--- src/rtl/core/fer_pkg.sv ---
// Shared types, constants and tables for the fisheye remap coordinate unit.
// Fixed-point formats, CORDIC arctangent table, inverse gain, register codes.
// No dependencies.
`timescale 1ns / 1ps
`default_nettype none

package fer_pkg;

	localparam int COORD_BITS    = 14;
	localparam int FRAC_BITS     = 16;
	localparam int CORDIC_STAGES = 16;
	localparam int TABLE_LEN     = 24;
	localparam int NS  = (CORDIC_STAGES < TABLE_LEN) ? CORDIC_STAGES : TABLE_LEN;
	localparam int DB  = COORD_BITS + FRAC_BITS;
	localparam int QW  = FRAC_BITS + 1;
	localparam int AW  = FRAC_BITS + 3;
	localparam int VW  = FRAC_BITS + 4;
	localparam int OW  = 16;
	localparam int CFG_W = 14;
	localparam int CROP_W = 12;

	typedef logic signed [AW-1:0] ang_t;
	typedef logic signed [VW-1:0] vec_t;

	typedef struct packed {
		logic right;
		logic zero;
		ang_t ang;
		vec_t aux;
	} tag_t;

	typedef enum logic [2:0] {
		REG_LAYOUT,
		REG_ROWS,
		REG_COLS,
		REG_SRC_W,
		REG_SRC_H,
		REG_CROP
	} cfg_reg_t;

	localparam ang_t A_ONE  = AW'(1 << FRAC_BITS);
	localparam ang_t A_HALF = AW'(1 << (FRAC_BITS - 1));
	localparam vec_t V_HALF = VW'(1 << (FRAC_BITS - 1));

	localparam longint ATAN_Q28 [TABLE_LEN] = '{
		67108864, 39616676, 20932363, 10625595, 5333416, 2669308,
		1334980, 667531, 333770, 166886, 83443, 41722,
		20861, 10430, 5215, 2608, 1304, 652,
		326, 163, 81, 41, 20, 10};

	localparam longint KINV_L =
		(64'sh9B74EDA8 + (64'sd1 <<< (31 - FRAC_BITS))) >>> (32 - FRAC_BITS);
	localparam vec_t KINV = VW'(KINV_L);

	function automatic ang_t atan_step(input int i);
		return AW'((ATAN_Q28[i] + (64'sd1 <<< (27 - FRAC_BITS))) >>> (28 - FRAC_BITS));
	endfunction

endpackage

`default_nettype wire

--- src/rtl/core/fer_vec.sv ---
// CORDIC vectoring pipeline: angle (half turns) and scaled length of (x, y).
// Left half-plane fold stage, then NS micro-rotation stages. Depends on fer_pkg.
`timescale 1ns / 1ps
`default_nettype none

module fer_vec (
	input  logic          clk,
	input  logic          arst_n,
	input  logic          en,
	input  logic          vld_i,
	input  fer_pkg::vec_t x,
	input  fer_pkg::vec_t y,
	input  fer_pkg::tag_t tag_i,
	output logic          vld_o,
	output fer_pkg::ang_t ang,
	output fer_pkg::vec_t len,
	output fer_pkg::tag_t tag_o
);
	import fer_pkg::*;

	vec_t x0;
	vec_t y0;
	ang_t z0;

	logic vld_s1;
	vec_t x_s1;
	vec_t y_s1;
	ang_t z_s1;
	tag_t tag_s1;

	vec_t x_in [NS];
	vec_t y_in [NS];
	ang_t z_in [NS];
	vec_t x_nx [NS];
	vec_t y_nx [NS];
	ang_t z_nx [NS];

	vec_t          x_s2 [NS];
	vec_t          y_s2 [NS];
	ang_t          z_s2 [NS];
	tag_t          tag_s2 [NS];
	logic [NS-1:0] vld_s2;

	always_comb begin
		x0 = x;
		y0 = y;
		z0 = '0;
		if (x < 0) begin
			z0 = (y >= 0) ? A_ONE : -A_ONE;
			x0 = -x;
			y0 = -y;
		end
	end

	always_comb begin
		x_in[0] = x_s1;
		y_in[0] = y_s1;
		z_in[0] = z_s1;
		for (int j = 1; j < NS; j++) begin
			x_in[j] = x_s2[j-1];
			y_in[j] = y_s2[j-1];
			z_in[j] = z_s2[j-1];
		end
		for (int j = 0; j < NS; j++) begin
			if (y_in[j] >= 0) begin
				x_nx[j] = x_in[j] + (y_in[j] >>> j);
				y_nx[j] = y_in[j] - (x_in[j] >>> j);
				z_nx[j] = z_in[j] + atan_step(j);
			end else begin
				x_nx[j] = x_in[j] - (y_in[j] >>> j);
				y_nx[j] = y_in[j] + (x_in[j] >>> j);
				z_nx[j] = z_in[j] - atan_step(j);
			end
		end
	end

	always_ff @(posedge clk or negedge arst_n) begin
		if (!arst_n) begin
			vld_s1 <= 1'b0;
			vld_s2 <= '0;
		end else if (en) begin
			vld_s1 <= vld_i;
			vld_s2 <= {vld_s2[NS-2:0], vld_s1};
		end
	end

	always_ff @(posedge clk) begin
		if (en) begin
			x_s1   <= x0;
			y_s1   <= y0;
			z_s1   <= z0;
			tag_s1 <= tag_i;
			tag_s2[0] <= tag_s1;
			for (int j = 0; j < NS; j++) begin
				x_s2[j] <= x_nx[j];
				y_s2[j] <= y_nx[j];
				z_s2[j] <= z_nx[j];
			end
			for (int j = 1; j < NS; j++)
				tag_s2[j] <= tag_s2[j-1];
		end
	end

	assign vld_o = vld_s2[NS-1];
	assign ang   = z_s2[NS-1];
	assign len   = x_s2[NS-1];
	assign tag_o = tag_s2[NS-1];

endmodule

`default_nettype wire

--- config.mk ---
export PLATFORM = sky130hd
export DESIGN_NAME = fer_vec
export DESIGN_NICKNAME = d
export VERILOG_FILES = /design/src/rtl/core/fer_pkg.sv /design/src/rtl/core/fer_vec.sv
export SDC_FILE = /design/constraint.sdc
export NUM_CORES = 2
export LEC_CHECK = 0
export ABC_AREA = 1
export BUFFER_PORTS_ARGS = -buffer_cell sky130_fd_sc_hd__buf_2
export CAP_MARGIN = 20
export CORE_AREA = 2 2 401 403
export DETAILED_ROUTE_END_ITERATION = 6
export DIE_AREA = 0 0 403 405
export PLACE_DENSITY = 0.91
export SYNTH_ARGS = -nofsm -noshare
export SYNTH_HDL_FRONTEND = slang
export SYNTH_SLANG_ARGS = --single-unit
--- constraint.sdc ---
create_clock -name clk -period 6.2 [get_ports clk]
set_clock_uncertainty 0.05 [all_clocks]
set_input_delay 0.62 -clock clk [delete_from_list [all_inputs] [get_ports clk]]
set_output_delay 0.62 -clock clk [all_outputs]
set_load 0.02 [all_outputs]
==> metrics.md <==
| Metric | Value |
|---|---|
| Crit. Startpoint | `y_s2[1][19]$_DFFE_PP_` |
| Maxcap violations | `0` |
| Leading cell type in the layout, fill and taps excluded | `nand2_1` |
| I/O pin cnt | `between 150 and 200` |
| Initial Util | `approximately 65%` |
| Ys flop type | `edfxtp_1` |
| Post-route minimum period | `between 3 and 4 ns` |
| CTS clk-pin slew, worst paths | `about 0.060 ns` |
| Vias | `84500` |
| Buffers & Inverters on Critical Path | `1` |
| Global route overflow | `0` |
| Crit-path max FO | `29` |
| CP cell instances | `inv_1 -> nor2_1 -> a21oi_1 -> xnor2_1 -> ha_1 -> nand2_1 -> nor2_1 -> nand4_1 -> o21ai_0 -> nand2_1 -> nand3_1 -> nand2_1` |
| Avg Cell Area, Syn | `~9.0 um^2` |
| Initial DRC Count | `approximately 9500` |
| R2R depth | `12` |
| R2R Setup Slk | `2.29 ns` |
| CP Capture Type | `register` |
| Max Freq | `between 200 and 300 MHz` |
| Worst slew pin tran | `~1.1 ns` |
| Fin. Hold Viols | `0` |
| Unrepaired setup endpoints after global routing | `false` |
| CTS Sinks | `between 1500 and 2000` |
| Most frequent cells in the layout | `2703 x nand2_1, 1598 x edfxtp_1, 1275 x inv_1` |
| Initial antenna violation count | `9` |
| CTS tree | `built` |
| 1st-pass router iterations | `7` |
| Slowest-stage cell, CP | `edfxtp_1` |
| Post_cts resized | `0` |
| Die Ht | `around 410 um` |
| Post-layout nets | `approximately 13000` |
| Post-synth EDFFs | `roughly 1600` |
| Failing checks | `design-rule violations` |
| # rows | `between 100 and 150` |
| Die area | `between 150000 and 200000 um^2` |
| Root buf cell | `clkbuf_16` |
| Die X | `403 um` |
| Largest net degree at the start of global routing | `170` |
| Stages on worst setup path | `12` |
| Setup TNS | `0 ns` |
| Vias per cell | `between 6 and 7` |
| Share of layout cells above drive strength 1 | `between 4 and 5%` |
| Endpoints failing setup | `0` |
| RD Place Congestion | `between 1 and 1.5` |
| First-pass GRT wire length | `444 mm` |
| Routed WL per cell | `about 20 um` |
| Slew Limit Fails | `0` |
| Unique masters post-synth | `57` |
| Startpoint types | `register` |
| Slowest cell delay on critical path | `around 1.1 ns` |
| Flops & latches, synth | `around 1600` |
| DPL Wire Length | `200 mm` |
| Top delay family on crit path | `flip-flops` |
| Worst Hold Slack | `0.0564 ns` |
| Worst r2r src | `y_s2[1][19]$_DFFE_PP_` |
| Worst Hold Class | `in -> reg` |
| Detailed Route WL | `284 mm` |
| Number of global-route vias before repair | `about 84000` |
| Area grow syn2layout | `9.16%` |
| PortBufs | `164` |
| Class of the most critical setup path | `reg -> reg` |
| Arr. time, crit path | `about 4.5 ns` |
| Slew HR | `25.9%` |
| H-tree Lvls | `4` |
| Status | `finished, violations left` |
| Cell mode on critical path | `nand2_1` |
| Core area | `approximately 160000 um^2` |
| Sequential area share after synthesis | `47.0%` |
| Post-route ant nets | `0` |
| Synth async-reset ratio | `between 1 and 1.5%` |
| # DRC | `approximately 160` |
| Post-synthesis cell area | `103000 um^2` |
| Synth warn | `0` |
| TritonCTS buffer count | `roughly 170` |
| Worst-Skew Late Latency | `0.87 ns` |
| Final period utilization | `about 63%` |
| Post-Syn Instances | `11400` |
| Max Buffers Root-to-Sink | `3` |
| End point of the critical path | `x_s2[1][37]$_DFFE_PP_` |
| Worst Path Required | `roughly 6.8 ns` |
| Reg-to-reg endpoint | `x_s2[1][37]$_DFFE_PP_` |
| GRT Util Overall | `approximately 35%` |
## routing by layer
layer  track usage, %  vias up  part of all wire, %
li1                 -    39400                    -
met1             38.7    39000                   36
met2             60.8     4644                   49
met3             5.98     1484                  7.1
met4             22.3       10                  7.7
met5           0.0892        -                0.025
## logic make-up after synthesis
| kind of cell | synth area share [%] |
|---|---|
| compound gates | 8.96 |
| xor+xnor | 7.04 |
| other cells | 0.00730 |
| simple gates | 19.9 |
| flops | 47.0 |
| mux | 0.0304 |
| buf+inv | 5.44 |
| fa+ha+maj | 11.6 |
## registers in the layout, summed over array words and instances (netlist names)
name / count
tag_s1: 41
tag_s2: 656
vld_s1: 1
vld_s2: 16
x_s1: 20
x_s2: 320
y_s1: 20
y_s2: 284
z_s1: 2
z_s2: 255
## layout make-up
| cell class | instances | area [um^2] |
|---|---|---|
| fill | 11400 | 46900 |
| sequential | 1615 | 48400 |
| clock inverter | 96 | 1080 |
| clock buffer | 207 | 4370 |
| tap | 2086 | 2610 |
| multi-input combinational | 8469 | 49300 |
| timing repair buffer | 249 | 1740 |
| inverter | 1283 | 4820 |
| antenna | 6 | 15.0 |
## stage by stage
stage	utilization [%]	area (um^2)	instances	worst slack, ns
2_1_floorplan	-	103000	11500	3.33
3_3_place_gp	66.8	106000	13700	2.45
3_5_place_dp	66.8	106000	13700	2.33
4_1_cts	70.5	112000	14000	2.27
5_1_grt	70.5	112000	14000	1.92
6_report	70.5	112000	14000	2.29
## synthesized netlist by cell type (all sizes together), types with 58 or more instances
library cell	number	area share [%]
buf	85	0.54
nor2	1116	4.1
nand2	2711	9.9
a21o	70	0.51
nand4	82	0.50
xnor2	200	1.7
edfxtp	1598	47
clkbuf	58	0.21
a21oi	769	3.7
o21ai	519	2.6
o21bai	81	0.60
nor3	232	1.2
a21boi	88	0.65
ha	881	11
nand3	690	3.4
inv	1279	4.7
xor2	627	5.3
## how the worst min path moves through the flow
stage | from | to | slack [ns] | depth (start not counted)
2_1_floorplan | arst_n | vld_s1$_DFFE_PN0P_ | 0.27 | 0
3_3_place_gp | tag_s2[0][52]$_DFFE_PP_ | tag_s2[1][11]$_DFFE_PP_ | 0.35 | 0
3_5_place_dp | tag_s2[0][14]$_DFFE_PP_ | tag_s2[0][55]$_DFFE_PP_ | 0.35 | 0
4_1_cts | y[16] | y_s1[16]$_DFFE_PP_ | 0.02 | 2
5_1_grt | y[12] | y_s1[12]$_DFFE_PP_ | 0.04 | 2
6_report | y[16] | y_s1[16]$_DFFE_PP_ | 0.06 | 2
## repair_timing
item,4_1_cts,5_1_grt
hold buffers,45,0
buffers inserted,0,0
hold endpoints to repair,61,0
setup endpoints to repair,0,0
Power is left out: the tool's default activity adds up to more than one toggle a clock period on the data nets, which glitch-free logic cannot reach.
