`src/rtl/core/fer_pkg.sv`:
```
// Shared types, constants and tables for the fisheye remap coordinate unit.
// Fixed-point formats, CORDIC arctangent table, inverse gain, register codes.
// No dependencies.
`timescale 1ns / 1ps
`default_nettype none

package fer_pkg;

	localparam int COORD_BITS    = 14;
	localparam int FRAC_BITS     = 16;
	localparam int CORDIC_STAGES = 16;
	localparam int TABLE_LEN     = 24;
	localparam int NS  = (CORDIC_STAGES < TABLE_LEN) ? CORDIC_STAGES : TABLE_LEN;
	localparam int DB  = COORD_BITS + FRAC_BITS;
	localparam int QW  = FRAC_BITS + 1;
	localparam int AW  = FRAC_BITS + 3;
	localparam int VW  = FRAC_BITS + 4;
	localparam int OW  = 16;
	localparam int CFG_W = 14;
	localparam int CROP_W = 12;

	typedef logic signed [AW-1:0] ang_t;
	typedef logic signed [VW-1:0] vec_t;

	typedef struct packed {
		logic right;
		logic zero;
		ang_t ang;
		vec_t aux;
	} tag_t;

	typedef enum logic [2:0] {
		REG_LAYOUT,
		REG_ROWS,
		REG_COLS,
		REG_SRC_W,
		REG_SRC_H,
		REG_CROP
	} cfg_reg_t;

	localparam ang_t A_ONE  = AW'(1 << FRAC_BITS);
	localparam ang_t A_HALF = AW'(1 << (FRAC_BITS - 1));
	localparam vec_t V_HALF = VW'(1 << (FRAC_BITS - 1));

	localparam longint ATAN_Q28 [TABLE_LEN] = '{
		67108864, 39616676, 20932363, 10625595, 5333416, 2669308,
		1334980, 667531, 333770, 166886, 83443, 41722,
		20861, 10430, 5215, 2608, 1304, 652,
		326, 163, 81, 41, 20, 10};

	localparam longint KINV_L =
		(64'sh9B74EDA8 + (64'sd1 <<< (31 - FRAC_BITS))) >>> (32 - FRAC_BITS);
	localparam vec_t KINV = VW'(KINV_L);

	function automatic ang_t atan_step(input int i);
		return AW'((ATAN_Q28[i] + (64'sd1 <<< (27 - FRAC_BITS))) >>> (28 - FRAC_BITS));
	endfunction

endpackage

`default_nettype wire

```
`src/rtl/core/fer_div.sv`:
```
// Pipelined restoring divider: floor((num << FRAC_BITS) / den), one bit per stage.
// Keeps the low QW quotient bits. Depends on fer_pkg.
`timescale 1ns / 1ps
`default_nettype none

module fer_div (
	input  logic                            clk,
	input  logic                            arst_n,
	input  logic                            en,
	input  logic                            vld_i,
	input  logic [fer_pkg::COORD_BITS-1:0]  num,
	input  logic [fer_pkg::COORD_BITS-1:0]  den,
	input  fer_pkg::tag_t                   tag_i,
	output logic                            vld_o,
	output logic [fer_pkg::QW-1:0]          quo,
	output fer_pkg::tag_t                   tag_o
);
	import fer_pkg::*;

	logic [COORD_BITS:0]   rem_in [DB];
	logic [COORD_BITS:0]   rem_nx [DB];
	logic [COORD_BITS-1:0] num_in [DB];
	logic [QW-1:0]         quo_in [DB];
	logic [QW-1:0]         quo_nx [DB];
	tag_t                  tag_in [DB];

	logic [COORD_BITS:0]   rem_s1 [DB];
	logic [COORD_BITS-1:0] num_s1 [DB];
	logic [QW-1:0]         quo_s1 [DB];
	tag_t                  tag_s1 [DB];
	logic [DB-1:0]         vld_s1;

	always_comb begin
		rem_in[0] = '0;
		num_in[0] = num;
		quo_in[0] = '0;
		tag_in[0] = tag_i;
		for (int j = 1; j < DB; j++) begin
			rem_in[j] = rem_s1[j-1];
			num_in[j] = num_s1[j-1];
			quo_in[j] = quo_s1[j-1];
			tag_in[j] = tag_s1[j-1];
		end
		for (int j = 0; j < DB; j++) begin
			logic                b;
			logic [COORD_BITS:0] tr;
			logic                ge;
			b = 1'b0;
			if ((DB - 1 - j) >= FRAC_BITS)
				b = num_in[j][DB - 1 - j - FRAC_BITS];
			tr = {rem_in[j][COORD_BITS-1:0], b};
			ge = (tr >= {1'b0, den});
			rem_nx[j] = ge ? (tr - {1'b0, den}) : tr;
			quo_nx[j] = {quo_in[j][QW-2:0], ge};
		end
	end

	always_ff @(posedge clk or negedge arst_n) begin
		if (!arst_n) begin
			vld_s1 <= '0;
		end else if (en) begin
			vld_s1 <= {vld_s1[DB-2:0], vld_i};
		end
	end

	always_ff @(posedge clk) begin
		if (en) begin
			for (int j = 0; j < DB; j++) begin
				rem_s1[j] <= rem_nx[j];
				num_s1[j] <= num_in[j];
				quo_s1[j] <= quo_nx[j];
				tag_s1[j] <= tag_in[j];
			end
		end
	end

	assign vld_o = vld_s1[DB-1];
	assign quo   = quo_s1[DB-1];
	assign tag_o = tag_s1[DB-1];

endmodule

`default_nettype wire

```
`config.mk`:
```
export PLATFORM = sky130hd
export DESIGN_NAME = fer_div
export DESIGN_NICKNAME = d
export VERILOG_FILES = /design/src/rtl/core/fer_pkg.sv /design/src/rtl/core/fer_div.sv
export SDC_FILE = /design/constraint.sdc
export NUM_CORES = 2
export LEC_CHECK = 0
export ABC_CLOCK_PERIOD_IN_PS = 3350
export BUFFER_PORTS_ARGS = -buffer_cell sky130_fd_sc_hd__buf_2
export CORE_ASPECT_RATIO = 0.9
export CORE_MARGIN = 3
export CORE_UTILIZATION = 50
export DETAILED_ROUTE_END_ITERATION = 12
export GPL_TIMING_DRIVEN = 1
export PLACE_DENSITY = 0.66
export SLEW_MARGIN = 20
export SYNTH_ARGS = -nofsm -noshare
export SYNTH_HDL_FRONTEND = slang
export SYNTH_SLANG_ARGS = --single-unit
```
`constraint.sdc`:
```
create_clock -name clk -period 3.35 [get_ports clk]
set_input_delay 0.1675 -clock clk [delete_from_list [all_inputs] [get_ports clk]]
set_output_delay 0.1675 -clock clk [all_outputs]
set_load 0.005 [all_outputs]
```
==> flow_metrics.env <==
export IMPL_routed_wl_mm=136.5
export IMPL_wl_per_cell_um=17.33
export IMPL_netlist_top_cells_count="edfxtp_1 (1880), ha_1 (408), mux2_2 (292)"
export IMPL_cts_max_level=4
export IMPL_rsz0062_at_grt="false"
export IMPL_rows=138
export IMPL_hold_viol=0
export IMPL_critical_path_required_ps=3900
export IMPL_final_antenna_net_count=0
export IMPL_clock_sinks=1910
export IMPL_hpwl_mm=88.99
export IMPL_synth_nets=5493
export IMPL_place_area_sq_um=86110
export IMPL_status="completed"
export IMPL_cap_violations=0
export IMPL_crit_path_end_kind="flip-flop"
export IMPL_ys_types=81
export IMPL_post_route_min_period_ps=2971
export IMPL_p_leak_nw=34.16
export IMPL_syn_area_sq_um=80070
export IMPL_skew_ps=32.19
export IMPL_final_cells=7873
export IMPL_ys_seq_elements=1910
export IMPL_fin_ws_ps=379.4
export IMPL_powerDensity_nw_per_um2=859.6
export IMPL_ff2ff_setup_slack_ps=380
export IMPL_hold_start="den[2]"
export IMPL_n_fill_cell=12010
export IMPL_post_route_util_pct=58.89
export IMPL_numCtsBuffers=186
export IMPL_numPlacedInstances=7450
export IMPL_cp_num_cells=9
export IMPL_clk_pin_slew_ps=60
export IMPL_fp_coreArea_sq_um=158200
export IMPL_ys_seq_area_share_pct=71.44
export IMPL_final_seq_area_sq_um=57200
export IMPL_clk_latency_ps=810
export IMPL_cts_tree="yes"
export IMPL_setup_viol=0
export IMPL_viasPerCell=5.350
export IMPL_synth_warnings=0
export IMPL_die_h_um=385.6
export IMPL_root_buffer="clkbuf_16"
export IMPL_initial_core_util_pct=50.62
export IMPL_antenna_found_initial=1
export IMPL_yosysTopAreaCell="edfxtp_1"
export IMPL_num_io_pins=132
export IMPL_setup_worst_path_end="rem_s1[1][37]$_DFFE_PP_"
export IMPL_drtIter0Drc=2777
export IMPL_relSlewSlack_pct=52.65
export IMPL_cp_start_kind="flip-flop"
export IMPL_area_delta_synth_final_pct=16.33
export IMPL_nets=6129
export IMPL_cts_resized=0
export IMPL_first_pass_iters=7
export IMPL_fin_crit_sh_pct=88.68
export IMPL_drive_gt1_share_pct=18.33
export IMPL_path_delay_family="compound AO/OA/AOI/OAI gates"
export IMPL_dpl_worst_slack_ps=164.5
export IMPL_diodes=0
export IMPL_yosysMostFrequentCell="edfxtp_1"
export IMPL_final_area_sq_um=93140
export IMPL_rr_worst_depth=9
export IMPL_critPathKind="flip-flop to flip-flop"
export IMPL_cts_buffer_depth=3
export IMPL_crit_path_start="rem_s1[1][15]$_SDFFCE_PN0P_"
export IMPL_hold_path_class="input port to flip-flop"
export IMPL_gp_congestion=0.8708
export IMPL_grt_ovfl_total=0
export IMPL_multi_input_area_sq_um=22210
export IMPL_synth_cells=4984
export IMPL_reg2reg_to="rem_s1[1][37]$_DFFE_PP_"
export IMPL_rr_startpoint="rem_s1[1][15]$_SDFFCE_PN0P_"
export IMPL_worst_slew_pin_slew_ps=710.3
export IMPL_crit_buf_inv=1
export IMPL_async_flop_share_pct=1.571
export IMPL_grt_pass1_vias=41290
export IMPL_crit_path_max_incr_delay_ps=460
export IMPL_slowest_stage="edfxtp_1"
export IMPL_syn_avg_cell_area_sq_um=16.07
export IMPL_vias=42120
export IMPL_crit_chain="ha_4 -> nor2b_4 -> o31a_1 -> o221ai_1 -> nand2_1 -> or4_4 -> a311oi_4 -> buf_4 -> mux2_2"
export IMPL_grt_usage_pct=16.42
export IMPL_arrival_ps=3520
export IMPL_grt_max_degree=138
export IMPL_grt_pass1_wl_mm=217.1
export IMPL_yosysTopAreaCellShare_pct=70.51
export IMPL_slew_viol_final=0
export IMPL_fmax_mhz=336.6
export IMPL_crit_fanout=9
export IMPL_synthTopCellsByArea="edfxtp_1 (71%), ha_1 (6.4%), mux2_2 (4.1%), xnor2_1 (2.0%), a21oi_1 (1.8%)"
export IMPL_synth_edf_count=1880
export IMPL_die_w_um=427.8
export IMPL_ir_drop_mv=0.5237
export IMPL_io_buffers=131
export IMPL_drc_errors=0
export IMPL_dieArea_sq_um=165000
export IMPL_totalPowerFinal_mw=80.07
export IMPL_ys_flop_type="edfxtp_1"
-- placed cells by master (no fill, tap or decap), types with 28 or more instances in the layout --
| cell | Yosys | final |
|---|---|---|
| a211oi_1 | 42 | 42 |
| a21o_1 | 79 | 79 |
| a21oi_1 | 289 | 286 |
| a31oi_1 | 37 | 37 |
| buf_12 | 0 | 51 |
| buf_2 | 18 | 130 |
| buf_4 | 1 | 252 |
| clkbuf_1 | 41 | 28 |
| clkbuf_16 | 0 | 188 |
| clkinv_1 | 1 | 42 |
| clkinv_2 | 0 | 38 |
| dfrtp_1 | 30 | 30 |
| dlygate4sd3_1 | 0 | 81 |
| edfxtp_1 | 1880 | 1880 |
| fa_1 | 28 | 28 |
| ha_1 | 408 | 404 |
| inv_1 | 137 | 135 |
| mux2_2 | 292 | 282 |
| nand2_1 | 186 | 186 |
| nand2b_1 | 51 | 51 |
| nand3_1 | 66 | 66 |
| nand4_1 | 45 | 45 |
| nor2_1 | 285 | 285 |
| nor2b_1 | 44 | 41 |
| nor3_1 | 74 | 74 |
| o21a_1 | 56 | 56 |
| o21ai_0 | 208 | 207 |
| o21bai_1 | 30 | 30 |
| o31ai_1 | 32 | 31 |
| xnor2_1 | 183 | 183 |
| xor2_1 | 79 | 79 |
-- worst min-delay path: stages --
cell,delay (ps)
buf_2,130
nor4_1,70
nand4_1,90
buf_4,190
nor4_1,60
-- cell type report --
cell class | count | share of cell area [%]
clock inverters | 125 | 1.494
repair buffers | 514 | 4.696
well taps | 2100 | 2.821
flip-flops and latches | 1910 | 61.42
multi-input cells | 2870 | 23.85
inverters | 138 | 0.5602
clock buffers | 216 | 5.164
-- stage by stage --
stage	hold slack [ps]	TNS, ps
after global routing	20.89	0
final	73.72	0
after global placement	217.2	0
after floorplan	-128.1	-153090
after CTS	0.2125	0
after detailed placement	231.3	0
-- layer usage --
| metal | vias up | track usage, % | part of all wire, % |
|---|---|---|---|
| li1 | 20750 | - | - |
| met1 | 20290 | 23.12 | 48 |
| met2 | 804 | 26.11 | 46 |
| met3 | 285 | 2.922 | 4.1 |
| met4 | 0 | 5.417 | 2.7 |
| met5 | - | 0 | 0 |
-- sequential cells by signal (all words and copies together) (netlist names) --
signal / cells
tag_s1: 1230
rem_s1: 406
quo_s1: 153
num_s1: 91
vld_s1: 30
-- timing repair --
item	4_1_cts	5_1_grt
setup buffers	0	0
hold endpoints to repair	151	0
hold buffers	82	0
endpoints found under the setup margin	0	0
-- power breakdown --
group / internal [mW] / leakage, nW / switching (mW)
sequential: 31.7 / 18.7 / 2.04
combinational: 12.8 / 12.4 / 12.8
clock: 11.9 / 3.02 / 8.80
-- cell families (layout without fill, tap and decap cells) --
group | count (synthesis) | after routing | synth area share (%)
flip-flops | 1910 | 1910 | 71.44
AO/OA/AOI/OAI | 968 | 968 | 7.751
AND/OR/NAND/NOR | 888 | 888 | 5.388
adder cells (fa/ha/maj) | 436 | 436 | 7.076
multiplexers | 316 | 316 | 4.444
XOR/XNOR | 262 | 262 | 2.866
buffers and inverters | 204 | 993 | 1.031
-- worst min-delay path by stage --
stage / cells past startpoint / endpoint
after CTS: 2 / num_s1[0][1]$_DFFE_PP_
after global placement: 1 / vld_s1[7]$_DFFE_PN0P_
final: 5 / rem_s1[0][8]$_SDFFCE_PN0P_
after detailed placement: 1 / vld_s1[9]$_DFFE_PN0P_
after floorplan: 0 / vld_s1[0]$_DFFE_PN0P_
after global routing: 2 / tag_s1[0][15]$_DFFE_PP_
Power figures use the tool's default switching activity.
