==> src/rtl/core/fer_pkg.sv <==
// Shared types, constants and tables for the fisheye remap coordinate unit.
// Fixed-point formats, CORDIC arctangent table, inverse gain, register codes.
// No dependencies.
`timescale 1ns / 1ps
`default_nettype none

package fer_pkg;

	localparam int COORD_BITS    = 14;
	localparam int FRAC_BITS     = 16;
	localparam int CORDIC_STAGES = 16;
	localparam int TABLE_LEN     = 24;
	localparam int NS  = (CORDIC_STAGES < TABLE_LEN) ? CORDIC_STAGES : TABLE_LEN;
	localparam int DB  = COORD_BITS + FRAC_BITS;
	localparam int QW  = FRAC_BITS + 1;
	localparam int AW  = FRAC_BITS + 3;
	localparam int VW  = FRAC_BITS + 4;
	localparam int OW  = 16;
	localparam int CFG_W = 14;
	localparam int CROP_W = 12;

	typedef logic signed [AW-1:0] ang_t;
	typedef logic signed [VW-1:0] vec_t;

	typedef struct packed {
		logic right;
		logic zero;
		ang_t ang;
		vec_t aux;
	} tag_t;

	typedef enum logic [2:0] {
		REG_LAYOUT,
		REG_ROWS,
		REG_COLS,
		REG_SRC_W,
		REG_SRC_H,
		REG_CROP
	} cfg_reg_t;

	localparam ang_t A_ONE  = AW'(1 << FRAC_BITS);
	localparam ang_t A_HALF = AW'(1 << (FRAC_BITS - 1));
	localparam vec_t V_HALF = VW'(1 << (FRAC_BITS - 1));

	localparam longint ATAN_Q28 [TABLE_LEN] = '{
		67108864, 39616676, 20932363, 10625595, 5333416, 2669308,
		1334980, 667531, 333770, 166886, 83443, 41722,
		20861, 10430, 5215, 2608, 1304, 652,
		326, 163, 81, 41, 20, 10};

	localparam longint KINV_L =
		(64'sh9B74EDA8 + (64'sd1 <<< (31 - FRAC_BITS))) >>> (32 - FRAC_BITS);
	localparam vec_t KINV = VW'(KINV_L);

	function automatic ang_t atan_step(input int i);
		return AW'((ATAN_Q28[i] + (64'sd1 <<< (27 - FRAC_BITS))) >>> (28 - FRAC_BITS));
	endfunction

endpackage

`default_nettype wire

==> src/rtl/core/fer_rot.sv <==
// CORDIC rotation pipeline: rotates (mag, 0) by angle z in half turns.
// Wrap and quadrant fold stage, NS micro-rotation stages, sign fix stage. Depends on fer_pkg.
`timescale 1ns / 1ps
`default_nettype none

module fer_rot (
	input  logic          clk,
	input  logic          arst_n,
	input  logic          en,
	input  logic          vld_i,
	input  fer_pkg::ang_t z,
	input  fer_pkg::vec_t mag,
	input  fer_pkg::tag_t tag_i,
	output logic          vld_o,
	output fer_pkg::vec_t cx,
	output fer_pkg::vec_t sy,
	output fer_pkg::tag_t tag_o
);
	import fer_pkg::*;

	logic signed [FRAC_BITS:0] w;
	ang_t a0;
	logic flip0;

	logic  vld_s1;
	logic  flip_s1;
	ang_t  a_s1;
	vec_t  x_s1;
	tag_t  tag_s1;

	vec_t x_in [NS];
	vec_t y_in [NS];
	ang_t a_in [NS];
	vec_t x_nx [NS];
	vec_t y_nx [NS];
	ang_t a_nx [NS];

	vec_t          x_s2 [NS];
	vec_t          y_s2 [NS];
	ang_t          a_s2 [NS];
	tag_t          tag_s2 [NS];
	logic [NS-1:0] flip_s2;
	logic [NS-1:0] vld_s2;

	logic vld_s3;
	vec_t cx_s3;
	vec_t sy_s3;
	tag_t tag_s3;

	always_comb begin
		w = z[FRAC_BITS:0];
		a0 = AW'(w);
		flip0 = 1'b0;
		if (a0 > A_HALF) begin
			a0 = a0 - A_ONE;
			flip0 = 1'b1;
		end else if (a0 < -A_HALF) begin
			a0 = a0 + A_ONE;
			flip0 = 1'b1;
		end
	end

	always_comb begin
		x_in[0] = x_s1;
		y_in[0] = '0;
		a_in[0] = a_s1;
		for (int j = 1; j < NS; j++) begin
			x_in[j] = x_s2[j-1];
			y_in[j] = y_s2[j-1];
			a_in[j] = a_s2[j-1];
		end
		for (int j = 0; j < NS; j++) begin
			if (a_in[j] >= 0) begin
				x_nx[j] = x_in[j] - (y_in[j] >>> j);
				y_nx[j] = y_in[j] + (x_in[j] >>> j);
				a_nx[j] = a_in[j] - atan_step(j);
			end else begin
				x_nx[j] = x_in[j] + (y_in[j] >>> j);
				y_nx[j] = y_in[j] - (x_in[j] >>> j);
				a_nx[j] = a_in[j] + atan_step(j);
			end
		end
	end

	always_ff @(posedge clk or negedge arst_n) begin
		if (!arst_n) begin
			vld_s1 <= 1'b0;
			vld_s2 <= '0;
			vld_s3 <= 1'b0;
		end else if (en) begin
			vld_s1 <= vld_i;
			vld_s2 <= {vld_s2[NS-2:0], vld_s1};
			vld_s3 <= vld_s2[NS-1];
		end
	end

	always_ff @(posedge clk) begin
		if (en) begin
			a_s1    <= a0;
			x_s1    <= mag;
			flip_s1 <= flip0;
			tag_s1  <= tag_i;
			flip_s2 <= {flip_s2[NS-2:0], flip_s1};
			tag_s2[0] <= tag_s1;
			for (int j = 0; j < NS; j++) begin
				x_s2[j] <= x_nx[j];
				y_s2[j] <= y_nx[j];
				a_s2[j] <= a_nx[j];
			end
			for (int j = 1; j < NS; j++)
				tag_s2[j] <= tag_s2[j-1];
			cx_s3  <= flip_s2[NS-1] ? -x_s2[NS-1] : x_s2[NS-1];
			sy_s3  <= flip_s2[NS-1] ? -y_s2[NS-1] : y_s2[NS-1];
			tag_s3 <= tag_s2[NS-1];
		end
	end

	assign vld_o = vld_s3;
	assign cx    = cx_s3;
	assign sy    = sy_s3;
	assign tag_o = tag_s3;

endmodule

`default_nettype wire

==> config.mk <==
export PLATFORM = sky130hd
export DESIGN_NAME = fer_rot
export DESIGN_NICKNAME = d
export VERILOG_FILES = /design/src/rtl/core/fer_pkg.sv /design/src/rtl/core/fer_rot.sv
export SDC_FILE = /design/constraint.sdc
export NUM_CORES = 2
export LEC_CHECK = 0
export ABC_AREA = 0
export ABC_CLOCK_PERIOD_IN_PS = 4550
export BUFFER_PORTS_ARGS = -buffer_cell sky130_fd_sc_hd__clkbuf_2
export CAP_MARGIN = 20
export CORE_MARGIN = 5
export CORE_UTILIZATION = 60
export DETAILED_ROUTE_END_ITERATION = 8
export HOLD_SLACK_MARGIN = 0.05
export PLACE_DENSITY_LB_ADDON = 0.1
export SYNTH_ARGS = -nofsm -noshare
export SYNTH_HDL_FRONTEND = slang
export SYNTH_SLANG_ARGS = --single-unit
==> constraint.sdc <==
create_clock -name clk -period 4.55 [get_ports clk]
set_input_delay 0.455 -clock clk [delete_from_list [all_inputs] [get_ports clk]]
set_output_delay 0.455 -clock clk [all_outputs]
set_load 0.1 [all_outputs]
==> out/qor.txt <==
YOSYS
--------------------------------------------------------------------------------
Cells after synthesis .............................................         7893
Netlist cell types ................................................           80
Cell area after technology mapping ................................  96900 sq um
Synthesized-area fraction occupied by ao, oa, aoi and oai cells ...        14.2%
Share of the synthesized netlist area taken by xor and xnor gates .        9.54%
Largest area contributor in the netlist ...........................     edfxtp_1
Simple logic cell fraction of the synthesized area ................        8.02%
Most frequent cells after synthesis ............................... 1739 x edfxtp_1, 859 x ha_1, 720 x xnor2_1, 680 x a21oi_1, 465 x o21ai_0
Most frequent cell after synthesis ................................     edfxtp_1
Net count of the mapped netlist ...................................         8881
Largest family of logic cells by synthesized area ................. compound AO/OA/AOI/OAI gates
Post-synthesis async set-or-reset flop share ......................        1.02%
Ys flop type ......................................................     edfxtp_1
Yosys synthesis warning count .....................................            0
Syn avg cell area .................................................   12.3 sq um
Number of flops mapped to enable cells by yosys ...................         1739
Area share of the leading cell type in the synthesized netlist ....        53.9%
Sequential-to-total area share from yosys stat ....................        54.4%
Synthesized-area fraction occupied by adder cells .................        12.0%
Share of synthesized area spent on multiplexers ...................       0.430%
#FFs+latches synth ................................................         1757
Largest cells by area after synthesis ............................. edfxtp_1 54%, ha_1 11%, xnor2_1 6.5%

SETUP PATH
--------------------------------------------------------------------------------
Reg2reg path depth ................................................           15
Critical path fanouts, max ........................................            7
Launching element type of the critical path .......................     register
Setup Crit Path Kind .............................................. register to register
Kind of end point of the critical path ............................     register
Worst path arrival time ...........................................      4.70 ns
Worst R2R End ..................................................... y_s2[0][158]
Critical path launch point ........................................ x_s2[0][127]
Data required time at the worst endpoint ..........................      5.08 ns
Destination of the critical timing path ........................... y_s2[0][158]
Launch point of the worst reg-to-reg path ......................... x_s2[0][127]
R2R Setup Slk .....................................................      0.37 ns

FLOORPLAN
--------------------------------------------------------------------------------
Initial standard-cell utilization of the core .....................        60.3%
Floorplan die width ...............................................       412 um
Die footprint ..................................................... 170000 sq um
Row Count .........................................................          147
Vertical die dimension ............................................       412 um
Floorplan core area ............................................... 161000 sq um
Number of ports placed on the die boundary ........................          166

DRT
--------------------------------------------------------------------------------
Final wirelength ..................................................    196000 um
Total vias in the final route .....................................        61682
Post-route DRC ....................................................            0
Met3 WL ...........................................................      8190 um
Routed len/inst ...................................................      18.4 um
Number of nets still failing antenna checks after routing .........            0
Initial DRC count .................................................         4291
Top layer in use ..................................................         met4
Vias per Instance .................................................         5.79
Met2 WL post-DR ...................................................     96500 um
Drt pass-1 iters ..................................................            5
M1 WL .............................................................     86300 um

STATUS
--------------------------------------------------------------------------------
Run status ........................................................ finished, final reports clean

GRT
--------------------------------------------------------------------------------
First-pass GRT wire length ........................................    317000 um
Pin count of the biggest net entering global routing ..............          144
Overall routing resource usage ....................................        23.1%
Total global routing overflow .....................................            0
Initial antenna violation count ...................................            3
Vias in the first global route ....................................        61050

STA
--------------------------------------------------------------------------------
Setup repair after global routing missed its margin ...............           no
Sum of negative setup slack .......................................         0 ns
Worst slew margin relative to its limit ...........................        38.4%
Post-layout minimum cycle time ....................................      4.18 ns
Actual slew at the worst max-slew pin .............................     0.924 ns
Maximum frequency from static timing analysis .....................      239 MHz
Number of hold-slack violations in the final timing report ........            0
Worst setup margin ................................................     0.372 ns
Period Utilization, post-route ....................................        91.8%
Endpoints failing setup ...........................................            0
Final Max Tran Viols ..............................................            0
Worst Skew ........................................................    0.0602 ns

CLOCK TREE
--------------------------------------------------------------------------------
CTS resizes .......................................................            0
Clk sinks .........................................................         1757
Clock root buffer .................................................    clkbuf_16
Max Root-Sink Buffers .............................................            3
TritonCTS clock tree ..............................................        built
CTS H-tree depth ..................................................            4
Number of setup buffers added after CTS ...........................            0
Number of CTS-inserted buffers ....................................          180
Clock latency reported for the late side of the worst-skew pair ...      0.83 ns
Hold_buf cts ......................................................           82
Clk pin slew, worst setup/hold paths ..............................      0.06 ns

FINISH
--------------------------------------------------------------------------------
Net total in the final layout .....................................         9336
Antenna cell count ................................................            0
Area of the multi-input gates .....................................  42800 sq um
Area used by sequential logic in the layout .......................  52700 sq um
Filler instances ..................................................        11681
Share of cells above drive strength 1 .............................        7.04%
P&R area growth vs syn ............................................        11.3%

PLACED DESIGN
--------------------------------------------------------------------------------
Placer Congestion .................................................        0.930
Estimated wirelength of the detail-placed design ..................    144000 um
Total of buffers placed on input and output ports .................          163
Dpl ws ............................................................     0.488 ns

HOLD PATH
--------------------------------------------------------------------------------
Type of the most critical hold path ............................... input pin to register

RUN
--------------------------------------------------------------------------------
Number of max-cap violations ......................................            0

## sequential cells by signal, indices dropped and copies added (netlist names), 16 cells and up
register  flops
vld_s2       16
x_s1         20
x_s2        320
sy           20
flip_s2      16
a_s1         18
a_s2        267
tag_o        41
cx           20
tag_s2      656
y_s2        319
tag_s1       41
## metal layers
| metal | up-vias | global-route usage [%] |
|---|---|---|
| li1 | 30764 | - |
| met1 | 29413 | 30.4 |
| met2 | 1217 | 40.0 |
| met3 | 288 | 3.45 |
| met4 | 0 | 6.43 |
| met5 | - | 0 |
## critical path: stages, from the launching register on
cell and delay [ns]:
edfxtp_1 0.46, inv_1 0.11, ha_1 0.16, nand2_1 0.06, or3_1 0.33, o31ai_1 0.38
nand2_1 0.11, xor2_1 0.18, ha_1 0.39, a21o_1 0.18, a2111oi_0 0.44, nor3_1 0.16
a2111o_1 0.44, a31o_2 0.24, a21oi_1 0.16, xnor2_1 0.07
## cell type report
cell class,count,share of cell area [%]
sequential,1757,48.8
clock buffer,208,4.33
tap,2160,2.51
clock inverter,120,1.19
inverter,295,1.03
timing repair buffer,342,2.39
multi-input combinational,5772,39.7
## kinds of logic after synthesis
family,Yosys count
DFF,1757
and+or+nand+nor,1602
muxes,39
xor gates and xnor gates,1055
AOI/OAI and AO/OA,2172
adders and majority gates,904
buffers and inverters,364
## placed cells by master, fill, tap and decap left out, types with 113 or more instances in the layout
cell type	netlist	layout
xnor2_1	720	720
o21a_1	113	113
a21o_1	329	329
edfxtp_1	1739	1739
inv_1	293	293
xor2_1	335	335
ha_1	859	859
clkbuf_2	0	162
o31ai_1	116	116
o21ai_0	465	465
nor2_1	429	429
a21oi_1	680	680
nand2b_1	119	119
clkbuf_16	0	182
nand2_1	456	456
## how the worst min path moves through the flow
stage / startpoint / to / slack [ns] / cells past startpoint
2_1_floorplan: arst_n / vld_o / 0.16 / 0
3_3_place_gp: tag_s2[1][9] / tag_s2[2][9] / 0.40 / 0
3_5_place_dp: tag_s2[15][0] / tag_o[0] / 0.40 / 0
4_1_cts: en / tag_s1[35] / 0.14 / 1
5_1_grt: en / tag_s1[35] / 0.16 / 1
6_report: en / tag_s2[0][6] / 0.18 / 1
## per-stage QoR
step / hold WS (ns) / utilization, % / std cells / area, sq um
floorplan: 0.159 / - / 7893 / 96900
global placement: 0.400 / 62.9 / 10243 / 101000
detailed placement: 0.405 / 62.9 / 10244 / 101000
CTS: 0.143 / 67.2 / 10654 / 108000
global route: 0.159 / 67.2 / 10654 / 108000
finish: 0.175 / 67.2 / 10654 / 108000
Power is not shown: default switching activity piles up to over one toggle a cycle in this logic, so the estimate is an artifact.
